### config.mk
export PLATFORM = sky130hd
export DESIGN_NAME = ssn_sqrt_cell
export DESIGN_NICKNAME = d
export VERILOG_FILES = /design/src/design/ssn_sqrt_cell.sv
export SDC_FILE = /design/constraint.sdc
export NUM_CORES = 1
export LEC_CHECK = 0
export ABC_AREA = 0
export BUFFER_PORTS_ARGS = -buffer_cell sky130_fd_sc_hd__clkbuf_2
export CAP_MARGIN = 20
export CORE_MARGIN = 5
export CORE_UTILIZATION = 45
export CTS_BUF_LIST = sky130_fd_sc_hd__clkbuf_8 sky130_fd_sc_hd__clkbuf_16
export DETAILED_ROUTE_END_ITERATION = 8
export GPL_TIMING_DRIVEN = 0
export HOLD_SLACK_MARGIN = 0.03
export PLACE_DENSITY_LB_ADDON = 0.3
export SLEW_MARGIN = 25
export SYNTH_ARGS = -nofsm -noshare
export SYNTH_HDL_FRONTEND = slang
export SYNTH_SLANG_ARGS = --single-unit
### constraint.sdc
create_clock -name clk -period 0.8 [get_ports clk]
set_input_delay 0.04 -clock clk [delete_from_list [all_inputs] [get_ports clk]]
set_output_delay 0.04 -clock clk [all_outputs]
set_load 0.05 [all_outputs]
### src/design/ssn_sqrt_cell.sv
// One root bit of the digit-by-digit square root chain.
`default_nettype none
module ssn_sqrt_cell #(
	parameter int K      = 25,
	parameter int SIDE_W = 8
) (
	input  wire logic              clk,
	input  wire logic              arst_n,
	input  wire logic              en,
	input  wire logic              valid_i,
	input  wire logic [2*K-1:0]    rad_i,
	input  wire logic [K+2:0]      rem_i,
	input  wire logic [K-1:0]      root_i,
	input  wire logic [SIDE_W-1:0] side_i,
	output logic                   valid_o,
	output logic [2*K-1:0]         rad_o,
	output logic [K+2:0]           rem_o,
	output logic [K-1:0]           root_o,
	output logic [SIDE_W-1:0]      side_o
);
	localparam int RW = K + 3;

	logic [RW-1:0] cur;
	logic [RW-1:0] trial;
	logic          ge;

	// bring down the next two radicand bits and try a one
	always_comb begin
		cur   = {rem_i[RW-3:0], rad_i[2*K-1 -: 2]};
		trial = RW'({root_i, 2'b01});
		ge    = cur >= trial;
	end

	always_ff @(posedge clk or negedge arst_n) begin
		if (!arst_n) begin
			valid_o <= 1'b0;
		end else if (en) begin
			valid_o <= valid_i;
		end
	end

	always_ff @(posedge clk) begin
		if (en) begin
			rad_o  <= rad_i << 2;
			rem_o  <= ge ? cur - trial : cur;
			root_o <= {root_i[K-2:0], ge};
			side_o <= side_i;
		end
	end
endmodule
`default_nettype wire

==> results of run 1 <==
[sequential cells by signal, indices dropped and copies added, names as in the netlist]
register,count
side_o,8
rem_o,28
valid_o,1
root_o,25
rad_o,48
[placed cells by master (no fill, tap or decap), types with 4 or more instances in the layout]
cell / count
sky130_fd_sc_hd__xor2_1: 12
sky130_fd_sc_hd__buf_8: 58
sky130_fd_sc_hd__nand2_2: 6
sky130_fd_sc_hd__buf_6: 18
sky130_fd_sc_hd__o21ai_2: 28
sky130_fd_sc_hd__clkbuf_8: 58
sky130_fd_sc_hd__o21ai_0: 7
sky130_fd_sc_hd__nand4_1: 8
sky130_fd_sc_hd__o21bai_1: 4
sky130_fd_sc_hd__nand2_1: 17
sky130_fd_sc_hd__buf_4: 39
sky130_fd_sc_hd__nand3_1: 7
sky130_fd_sc_hd__inv_1: 21
sky130_fd_sc_hd__a21oi_1: 16
sky130_fd_sc_hd__clkbuf_2: 93
sky130_fd_sc_hd__a21o_1: 10
sky130_fd_sc_hd__o21ai_1: 5
sky130_fd_sc_hd__inv_2: 9
sky130_fd_sc_hd__a21oi_2: 9
sky130_fd_sc_hd__ha_1: 10
sky130_fd_sc_hd__clkbuf_16: 13
sky130_fd_sc_hd__nor2_1: 9
sky130_fd_sc_hd__edfxtp_1: 109
sky130_fd_sc_hd__dlygate4sd3_1: 109
sky130_fd_sc_hd__nand2_4: 21
sky130_fd_sc_hd__nor3_1: 5
sky130_fd_sc_hd__ha_4: 14
sky130_fd_sc_hd__buf_12: 4
sky130_fd_sc_hd__xnor2_1: 12
[layout make-up]
| cell class | instances | share of cell area |
|---|---|---|
| clock inverters | 7 | 0.00726 |
| inverters | 34 | 0.0165 |
| clock buffers | 9 | 0.0221 |
| plain buffers | 11 | 0.0136 |
| multi-input cells | 241 | 0.222 |
| flip-flops and latches | 110 | 0.324 |
| repair buffers | 375 | 0.376 |
| diodes | 3 | 0.000738 |
| well taps | 143 | 0.0176 |
[Yosys cell counts, types with 2 or more instances]
master	count	area share
sky130_fd_sc_hd__a211oi_1	2	0.0028
sky130_fd_sc_hd__a21o_1	10	0.014
sky130_fd_sc_hd__a21oi_1	25	0.024
sky130_fd_sc_hd__a31oi_1	3	0.0035
sky130_fd_sc_hd__a31oi_4	2	0.0080
sky130_fd_sc_hd__buf_2	4	0.0038
sky130_fd_sc_hd__buf_4	3	0.0043
sky130_fd_sc_hd__buf_6	4	0.0085
sky130_fd_sc_hd__clkbuf_1	3	0.0021
sky130_fd_sc_hd__edfxtp_1	109	0.62
sky130_fd_sc_hd__ha_1	27	0.064
sky130_fd_sc_hd__inv_1	34	0.024
sky130_fd_sc_hd__mux2_2	2	0.0043
sky130_fd_sc_hd__nand2_1	43	0.031
sky130_fd_sc_hd__nand2b_1	2	0.0024
sky130_fd_sc_hd__nand3_1	7	0.0066
sky130_fd_sc_hd__nand4_1	8	0.0095
sky130_fd_sc_hd__nor2_1	10	0.0071
sky130_fd_sc_hd__nor3_1	5	0.0047
sky130_fd_sc_hd__o21ai_0	13	0.012
sky130_fd_sc_hd__o21ai_1	4	0.0038
sky130_fd_sc_hd__o21ai_2	24	0.040
sky130_fd_sc_hd__o21ai_4	2	0.0061
sky130_fd_sc_hd__o21bai_1	4	0.0057
sky130_fd_sc_hd__xnor2_1	12	0.020
sky130_fd_sc_hd__xor2_1	13	0.022
[worst max-delay path, cell delays in order]
cell                       delay (ps)
sky130_fd_sc_hd__clkbuf_2         110
sky130_fd_sc_hd__inv_1             60
sky130_fd_sc_hd__ha_1             290
sky130_fd_sc_hd__buf_4            180
sky130_fd_sc_hd__nand4_1          140
sky130_fd_sc_hd__or4_4            470
sky130_fd_sc_hd__o311ai_4         330
sky130_fd_sc_hd__o21ai_4          130
sky130_fd_sc_hd__buf_12           170
sky130_fd_sc_hd__buf_12           150
sky130_fd_sc_hd__nand2_4           60
sky130_fd_sc_hd__o21ai_2           70
[final timing paths]
kind                            start         to  slack, ps  cells past startpoint
max in group asynchronous      arst_n    valid_o         60                      3
max reg2reg                   valid_o    valid_o       -140                      2
min in group asynchronous      arst_n    valid_o        600                      3
max                        root_i[12]  rem_o[17]      -1310                     12
min reg2reg                   valid_o    valid_o        680                      2
min                         rem_i[25]  rem_o[27]         90                      2
[kinds of logic after synthesis]
logic type / Yosys count / synth area share
buf+inv: 49 / 0.0456
xor+xnor: 26 / 0.0445
other cells: 1 / 0.000709
compound gates: 100 / 0.145
mux: 3 / 0.00615
fa+ha+maj: 27 / 0.0638
flops: 110 / 0.623
simple gates: 83 / 0.0709
[what timing repair did]
item                                    in CTS  in global routing
pin swaps                                   30                 33
buffers inserted                            24                 15
hold buffers                               107                  2
endpoints found under the hold margin      106                  2
cloned                                       1                  3
endpoints found under the setup margin     140                140
gates resized for setup                    267                156
[metrics by stage]
step	TNS (ps)	hold slack, ps	setup WS [ps]	total power [mW]	util
2_1_floorplan	-39390	-256	-1380	11.2	-
3_3_place_gp	-221870	-184	-1790	12.5	0.599
3_5_place_dp	-72230	-184	-1840	12.6	0.602
4_1_cts	-52640	32.2	-1180	18.9	0.840
5_1_grt	-60880	80.1	-1320	20.7	0.887
6_report	-57190	85.3	-1310	20.1	0.887
[layer usage]
metal  up-vias  part of all wire  GRT usage
li1       2238                 -          -
met1      2450              0.36      0.299
met2       384              0.52      0.478
met3        77             0.085     0.0888
met4         0             0.039     0.0744
met5         -                 0          0
[power groups by stage]
stage	Sequential [mW]	Clock (mW)	Combinational [mW]
after floorplan	9.39	0	1.80
after global placement	7.33	0	5.18
after detailed placement	7.33	0	5.26
after CTS	7.29	4.65	6.98
after global routing	7.50	5.00	8.20
final	7.46	4.74	7.94
==> impl_metrics.json, run 1 <==
{
  "grt_pass1_vias": 5112,
  "finish.cell_count_without_fillers": 933,
  "power_frac_comb": 0.394,
  "cts-htree-levels": 3,
  "yosysSeqAreaShare": 0.623,
  "timing.final.hold_violations": 0,
  "drc": 0,
  "clock_tree.buffer_depth": 2,
  "setup.worst_path.end_class": "flop",
  "setup_violations": 140,
  "p_sw_frac": 0.354,
  "final_net_count": 924,
  "detail_route.wirelength_mm": 22.9,
  "first_iter_violations": 452,
  "fillCellCount": 439,
  "peakVddDrop_uv": 1900,
  "worstPathArrival_ps": 2200,
  "count_of_flip_flops_with_a_built_in_enable_after_synthesis": 109,
  "fin_crit_ps": 2110,
  "cts.reportedPaths.clkPinSlew_ps": 80,
  "setup_crit_path_kind": "input pin to flop",
  "asyncSetResetFlopFracSynth": 0.00909,
  "clkSinkCount": 110,
  "floorplan.io_pins": 227,
  "grt_max_degree": 61,
  "ff_latch_area_um2": 3300,
  "grt_first_pass_wirelength_mm": 29.1,
  "area_growth_pct": 92.3,
  "achievable_clock_frequency_mhz": 474,
  "multi_input_comb_area_um2": 2260,
  "fin_crit_sh": 2.64,
  "netlist-cell-type-count": 50,
  "yosys_register_bits": 110,
  "antenna_found_initial": 3,
  "design.core.area_um2": 11500,
  "die_h_um": 118,
  "seq_power_share": 0.371,
  "rsz0062_at_grt": "yes",
  "avgSynthCellArea_um2": 13.3,
  "place_inst": 766,
  "power.switching_mw": 7.14,
  "final_hpwl_dp_mm": 10.5,
  "timing_max_transition_violations_final": 0,
  "synth-warning-count": 0,
  "total_die_area_um2": 14000,
  "fp.dieW_um": 118,
  "synth_cells": 399,
  "start_util": 0.461,
  "global_route.usage.total": 0.265,
  "vias_per_cell": 5.52,
  "vias": 5149,
  "clk_root_buffer_cell": "sky130_fd_sc_hd__clkbuf_16",
  "post-route-worst-setup-slack_ps": -1310,
  "crit_fanout": 8,
  "drive_above_1_share": 0.522,
  "cellPowerDensity_nw_per_um2": 1980,
  "inserted_clock_buffers": 9,
  "leakagePower_nw": 4.42,
  "maxCapViolCount": 0,
  "buffer_ports.inserted": 222,
  "drt-wirelength-per-cell_um": 24.6,
  "fin_area_um2": 10200,
  "synth.cell_area_um2": 5290,
  "grt_overflow": 0,
  "worst_setup_path_start_kind": "input pin",
  "clk-insertion-delay-late_ps": 350,
  "share_clk_of_total_power": 0.235,
  "worst_clock_skew_ps": 0,
  "postRouteAntennaNets": 0,
  "num_rows": 39,
  "status": "finished, violations left",
  "hold_class": "input pin to flop",
  "yosys_most_used_dff": "sky130_fd_sc_hd__edfxtp_1",
  "critical_path_required_ps": 890,
  "power.internal_mw": 13.0,
  "detailedRoute.firstPassIterationCount": 6,
  "clock_tree_from_tritoncts": "yes",
  "placed_cell_area_um2": 6910,
  "violated_checks": "setup timing",
  "globalplace.congestion": 0.833
}
Note: power is estimated with default switching activity, not from simulation.
==> run 2, diff against run 1 <==
- clock period: 0.8 -> 2.1 ns (I/O delays scaled with it)
==> run 2 against run 1 <==
  * The flow still finishes with violations (setup timing)
  * Global-route usage down 5.2 points
  * Cell count down 5.4%
  * Largest power group is now registers
  * Total power down 66%
  * Highest routed layer unchanged
  * Critical path depth unchanged
  * Design area down 17%
==> impl_metrics.json, run 2 (synthesis gave the netlist of run 1 again) <==
{
  "fin_area_um2": 8400,
  "total_die_area_um2": 14000,
  "critical_path_required_ps": 2210,
  "clock_tree.buffer_depth": 2,
  "power_frac_comb": 0.331,
  "timing.final.hold_violations": 0,
  "num_rows": 39,
  "detailedRoute.firstPassIterationCount": 4,
  "worst_path_largest_cell_delay_ps": 310,
  "fillCellCount": 784,
  "leakagePower_nw": 3.68,
  "fin_crit_sh": 1.01,
  "timing.critical_path.slowest_stage_cell": "sky130_fd_sc_hd__a211oi_2",
  "start_util": 0.461,
  "clkSinkCount": 110,
  "p_sw_frac": 0.343,
  "buffer_ports.inserted": 222,
  "maxCapViolCount": 0,
  "first_iter_violations": 279,
  "ff_latch_area_um2": 3300,
  "worstPathArrival_ps": 2230,
  "power.switching_mw": 2.35,
  "post-route-worst-setup-slack_ps": -21.5,
  "worst_clock_skew_ps": 0,
  "crit_fanout": 5,
  "clk-insertion-delay-late_ps": 340,
  "detail_route.wirelength_mm": 15.5,
  "drive_above_1_share": 0.496,
  "crit_path_cell_trace": "buf_8, ha_4, o211ai_2, a21oi_2, a211oi_2, o21ai_4, a31oi_4, o41ai_4, buf_4, o21ai_4, nor2_1, mux2_4",
  "fp.dieW_um": 118,
  "vias": 4478,
  "rsz0062_at_grt": "yes",
  "violated_checks": "setup timing",
  "globalplace.congestion": 0.901,
  "most-common-layout-cells": "210 x sky130_fd_sc_hd__clkbuf_2, 109 x sky130_fd_sc_hd__edfxtp_1, 82 x sky130_fd_sc_hd__dlygate4sd3_1",
  "inserted_clock_buffers": 9,
  "finish.cell_count_without_fillers": 883,
  "registers_with_the_highest_flip_flop_counts": "rad_o: 48 flops, rem_o: 28 flops, root_o: 25 flops",
  "area_growth_pct": 58.7,
  "worst_setup_path_start_kind": "input pin",
  "achievable_clock_frequency_mhz": 471,
  "clk_root_buffer_cell": "sky130_fd_sc_hd__clkbuf_16",
  "global_route.usage.total": 0.213,
  "report.power.total_mw": 6.86,
  "postRouteAntennaNets": 0,
  "timing_max_transition_violations_final": 0,
  "setup_violations": 1,
  "registers.top_by_ff_count": "rad_o",
  "die_h_um": 118,
  "grt_max_degree": 67,
  "vias_per_cell": 5.07,
  "setup_tns_ps": -21.5,
  "design.core.area_um2": 11500,
  "setup_crit_path_kind": "input pin to flop",
  "antenna_found_initial": 0,
  "grt_overflow": 0,
  "timing.critical_path.mode_cell": "sky130_fd_sc_hd__o21ai_4",
  "peakVddDrop_uv": 583,
  "cts.reportedPaths.clkPinSlew_ps": 80,
  "largest_reg_flops": 48,
  "final_hpwl_dp_mm": 10.5,
  "grt_pass1_vias": 4548,
  "hold_class": "input pin to flop",
  "seq_power_share": 0.401,
  "fin_crit_ps": 2120,
  "final_net_count": 878,
  "grt_first_pass_wirelength_mm": 24.0,
  "cts-htree-levels": 3,
  "cellPowerDensity_nw_per_um2": 817,
  "floorplan.io_pins": 227,
  "setup.worst_path.end_class": "flop",
  "multi_input_comb_area_um2": 2090,
  "layout_commonest_cell": "sky130_fd_sc_hd__clkbuf_2",
  "power.internal_mw": 4.51,
  "antenna_cells_inserted": 0,
  "share_clk_of_total_power": 0.268,
  "status": "finished, violations left",
  "clock_tree_from_tritoncts": "yes",
  "drc": 0,
  "placed_cell_area_um2": 6880,
  "place_inst": 766,
  "drt-wirelength-per-cell_um": 17.5
}
## run 2: cell count changes in the layout (fill, tap and decap cells not counted), sizes merged
cell and delta:
dlygate4sd3 -27, o21ai +1, bufinv +1, diode -3, clkbuf +59, buf -79
inv -2, clkinv +1, clkinvlp -1
## run 2: cell type report
cell class	instances	area share
plain buffers	12	0.0149
well taps	143	0.0213
repair buffers	327	0.265
clock inverters	6	0.0110
inverters	34	0.0197
clock buffers	9	0.0268
multi-input cells	242	0.249
flip-flops and latches	110	0.393
## run 2: power by group through the flow
stage | registers [mW] | clock network, mW | logic, mW
detailed placement | 2.79 | 0 | 1.99
global route | 2.77 | 1.97 | 2.40
CTS | 2.75 | 1.88 | 2.16
finish | 2.75 | 1.84 | 2.27
global placement | 2.79 | 0 | 1.96
floorplan | 3.58 | 0 | 0.678
## run 2: final timing paths
check	from	to	slack [ps]	cells after the start
min in group asynchronous	arst_n	valid_o	80	2
max in group asynchronous	arst_n	valid_o	1930	2
hold reg to reg	valid_o	valid_o	550	1
hold / removal	rem_i[8]	rem_o[10]	40	3
setup / recovery	rem_i[1]	rem_o[27]	-20	12
setup reg to reg	valid_o	valid_o	1330	1
## run 2: timing repair
item,4_1_cts,5_1_grt
gates cloned,0,3
pin swaps,8,15
endpoints found under the setup margin,28,29
buffers inserted,5,16
hold buffers,80,2
gates resized for setup,9,58
hold endpoints to repair,80,2
## run 2: worst max-delay path, delay by kind of cell
family,cells,cell delay (ps)
AO/OA/AOI/OAI,7,1260
adder cells (fa/ha/maj),1,250
buffers and inverters,2,270
multiplexers,1,270
AND/OR/NAND/NOR,1,70
## run 2: metrics by stage
step | worst slack (ps) | util | hold WS, ps
after floorplan | -145 | - | -191
after global placement | -554 | 0.597 | -120
after detailed placement | -660 | 0.600 | -115
after CTS | 5.85 | 0.706 | 35.7
after global routing | -105 | 0.732 | 32.3
final | -21.5 | 0.732 | 36.9
## run 2: metal layers
layer | GRT usage | part of all wire | vias up
met2 | 0.380 | 0.51 | 198
met5 | 0 | 0 | -
met1 | 0.253 | 0.40 | 2115
met3 | 0.0501 | 0.071 | 24
met4 | 0.0730 | 0.020 | 0
li1 | - | - | 2141
==> run 3, diff against run 2 <==
- RECOVER_POWER: default -> 100
==> run 3 against run 2 <==
  * Sequential share of layout area rose by 0.78 points
  * Total power fell by 0.79%
  * Setup slack worse by 8.4 ps
  * Via count is 0.38% higher
  * Register-to-register slack about the same
  * Largest power group unchanged
  * The flow still finishes with violations (setup timing)
==> impl_metrics.json, run 3 (synthesis gave the netlist of run 1 again) <==
{
  "fillCellCount": 875,
  "achievable_clock_frequency_mhz": 470,
  "first_iter_violations": 293,
  "cpLargestDelayFamily": "compound AO/OA/AOI/OAI gates",
  "multi_input_comb_area_um2": 2090,
  "max_slew_margin": 0.160,
  "fin_hold_ws_ps": 38.1,
  "report.power.total_mw": 6.81,
  "maxCapViolCount": 0,
  "peakVddDrop_uv": 592,
  "buffer_ports.inserted": 222,
  "setup_violations": 6,
  "postRouteAntennaNets": 0,
  "area_growth_pct": 55.6,
  "vias_per_cell": 5.09,
  "layout_commonest_cell": "sky130_fd_sc_hd__clkbuf_1",
  "clock_tree_from_tritoncts": "yes",
  "crit_fanout": 5,
  "grt_pass1_vias": 4548,
  "grt_first_pass_wirelength_mm": 24.0,
  "hold_class": "input pin to flop",
  "cts-htree-levels": 3,
  "ff_latch_area_um2": 3300,
  "drt-wirelength-per-cell_um": 17.6,
  "antenna_found_initial": 0,
  "setup.worst_path.end_class": "flop",
  "num_rows": 39,
  "antenna_cells_inserted": 0,
  "worst_clock_skew_ps": 0,
  "timing.critical_path.mode_cell": "sky130_fd_sc_hd__o21ai_4",
  "die_h_um": 118,
  "total_die_area_um2": 14000,
  "cp_num_buf_inv": 2,
  "clk_root_buffer_cell": "sky130_fd_sc_hd__clkbuf_16",
  "start_util": 0.461,
  "setup_tns_ps": -37.0,
  "post-route-worst-setup-slack_ps": -29.9,
  "detail_route.wirelength_mm": 15.6,
  "rsz0062_at_grt": "yes",
  "largest_reg_flops": 48,
  "cts.reportedPaths.clkPinSlew_ps": 70,
  "clock_tree.buffer_depth": 2,
  "cellPowerDensity_nw_per_um2": 827,
  "tightest_slew_ps": 1260,
  "worst_setup_path_start_kind": "input pin",
  "vias": 4495,
  "fin_crit_ps": 2130,
  "grt_max_degree": 67,
  "worst_path_largest_cell_delay_ps": 310,
  "setup_crit_path_kind": "input pin to flop",
  "violated_checks": "setup timing",
  "inserted_clock_buffers": 9,
  "leakagePower_nw": 3.31,
  "timing.final.hold_violations": 0,
  "registers.top_by_ff_count": "rad_o",
  "floorplan.io_pins": 227,
  "crit_path_cell_trace": "buf_8, ha_4, o211ai_2, a21oi_2, a211oi_2, o21ai_4, a31oi_4, o41ai_4, buf_4, o21ai_4, nor2_1, mux2_4",
  "clk-insertion-delay-late_ps": 340,
  "registers_with_the_highest_flip_flop_counts": "rad_o: 48 flops, rem_o: 28 flops, root_o: 25 flops",
  "most-common-layout-cells": "124 x sky130_fd_sc_hd__clkbuf_1, 109 x sky130_fd_sc_hd__edfxtp_1, 88 x sky130_fd_sc_hd__clkbuf_2",
  "fp.dieW_um": 118,
  "timing.critical_path.slowest_stage_cell": "sky130_fd_sc_hd__a211oi_2",
  "clkSinkCount": 110,
  "fin_crit_sh": 1.01,
  "drc": 0,
  "critical_path_required_ps": 2210,
  "status": "finished, violations left",
  "drive_above_1_share": 0.328,
  "final_hpwl_dp_mm": 10.5,
  "timing_max_transition_violations_final": 0,
  "globalplace.congestion": 0.901,
  "worstPathArrival_ps": 2240,
  "grt_overflow": 0,
  "final_net_count": 878,
  "detailedRoute.firstPassIterationCount": 5,
  "design.core.area_um2": 11500,
  "global_route.usage.total": 0.213
}
[run 3: changes by cell type in the layout (fill, tap and decap cells not counted), sizes merged]
cell	previous run	this run
buf	43	42
clkbuf	223	224
[run 3: timing repair]
item / 4_1_cts / 5_1_grt
pin swaps: 8 / 15
setup endpoints to repair: 28 / 29
buffers inserted: 5 / 16
cloned: 0 / 3
hold buffers: 80 / 2
hold endpoints to repair: 80 / 2
resized for setup: 9 / 58
[run 3: power breakdown]
group	leakage [nW]	internal, mW	switching, mW
logic	2.08	0.716	1.50
registers	1.08	2.69	0.0650
clock network	0.155	1.05	0.795
[run 3: metal layers]
layer  global-route usage  part of all wire  routed length [µm]
met1                0.253              0.40                6260
met2                0.380              0.51                7910
met3               0.0501             0.069                1070
met4               0.0730             0.021                 333
met5                    0                 0                   0
[run 3: path summary, 6_finish.rpt]
| kind | cells after the start | from | slack, ps | end |
|---|---|---|---|---|
| setup / recovery | 12 | rem_i[1] | -30 | rem_o[27] |
| hold / removal | 3 | rem_i[8] | 40 | rem_o[10] |
| setup reg to reg | 1 | valid_o | 1330 | valid_o |
| hold reg to reg | 1 | valid_o | 550 | valid_o |
| max in group asynchronous | 2 | arst_n | 1930 | valid_o |
| min in group asynchronous | 2 | arst_n | 90 | valid_o |
[run 3: cell type report]
type                            count  share of cell area
Inverter                           34              0.0201
Clock buffer                        9              0.0274
Tap cell                          143              0.0217
Buffer                             12              0.0152
Sequential cell                   110               0.401
Multi-Input combinational cell    242               0.254
Timing Repair Buffer              327               0.250
Clock inverter                      6              0.0112
[run 3: through the flow]
stage | cell area [µm²] | std cells | setup WS [ps] | util
after floorplan | 5560 | 400 | -145 | -
after global placement | 6850 | 765 | -554 | 0.597
after detailed placement | 6880 | 766 | -660 | 0.600
after CTS | 8100 | 866 | 5.85 | 0.706
after global routing | 8230 | 883 | -105 | 0.718
final | 8230 | 883 | -29.9 | 0.718
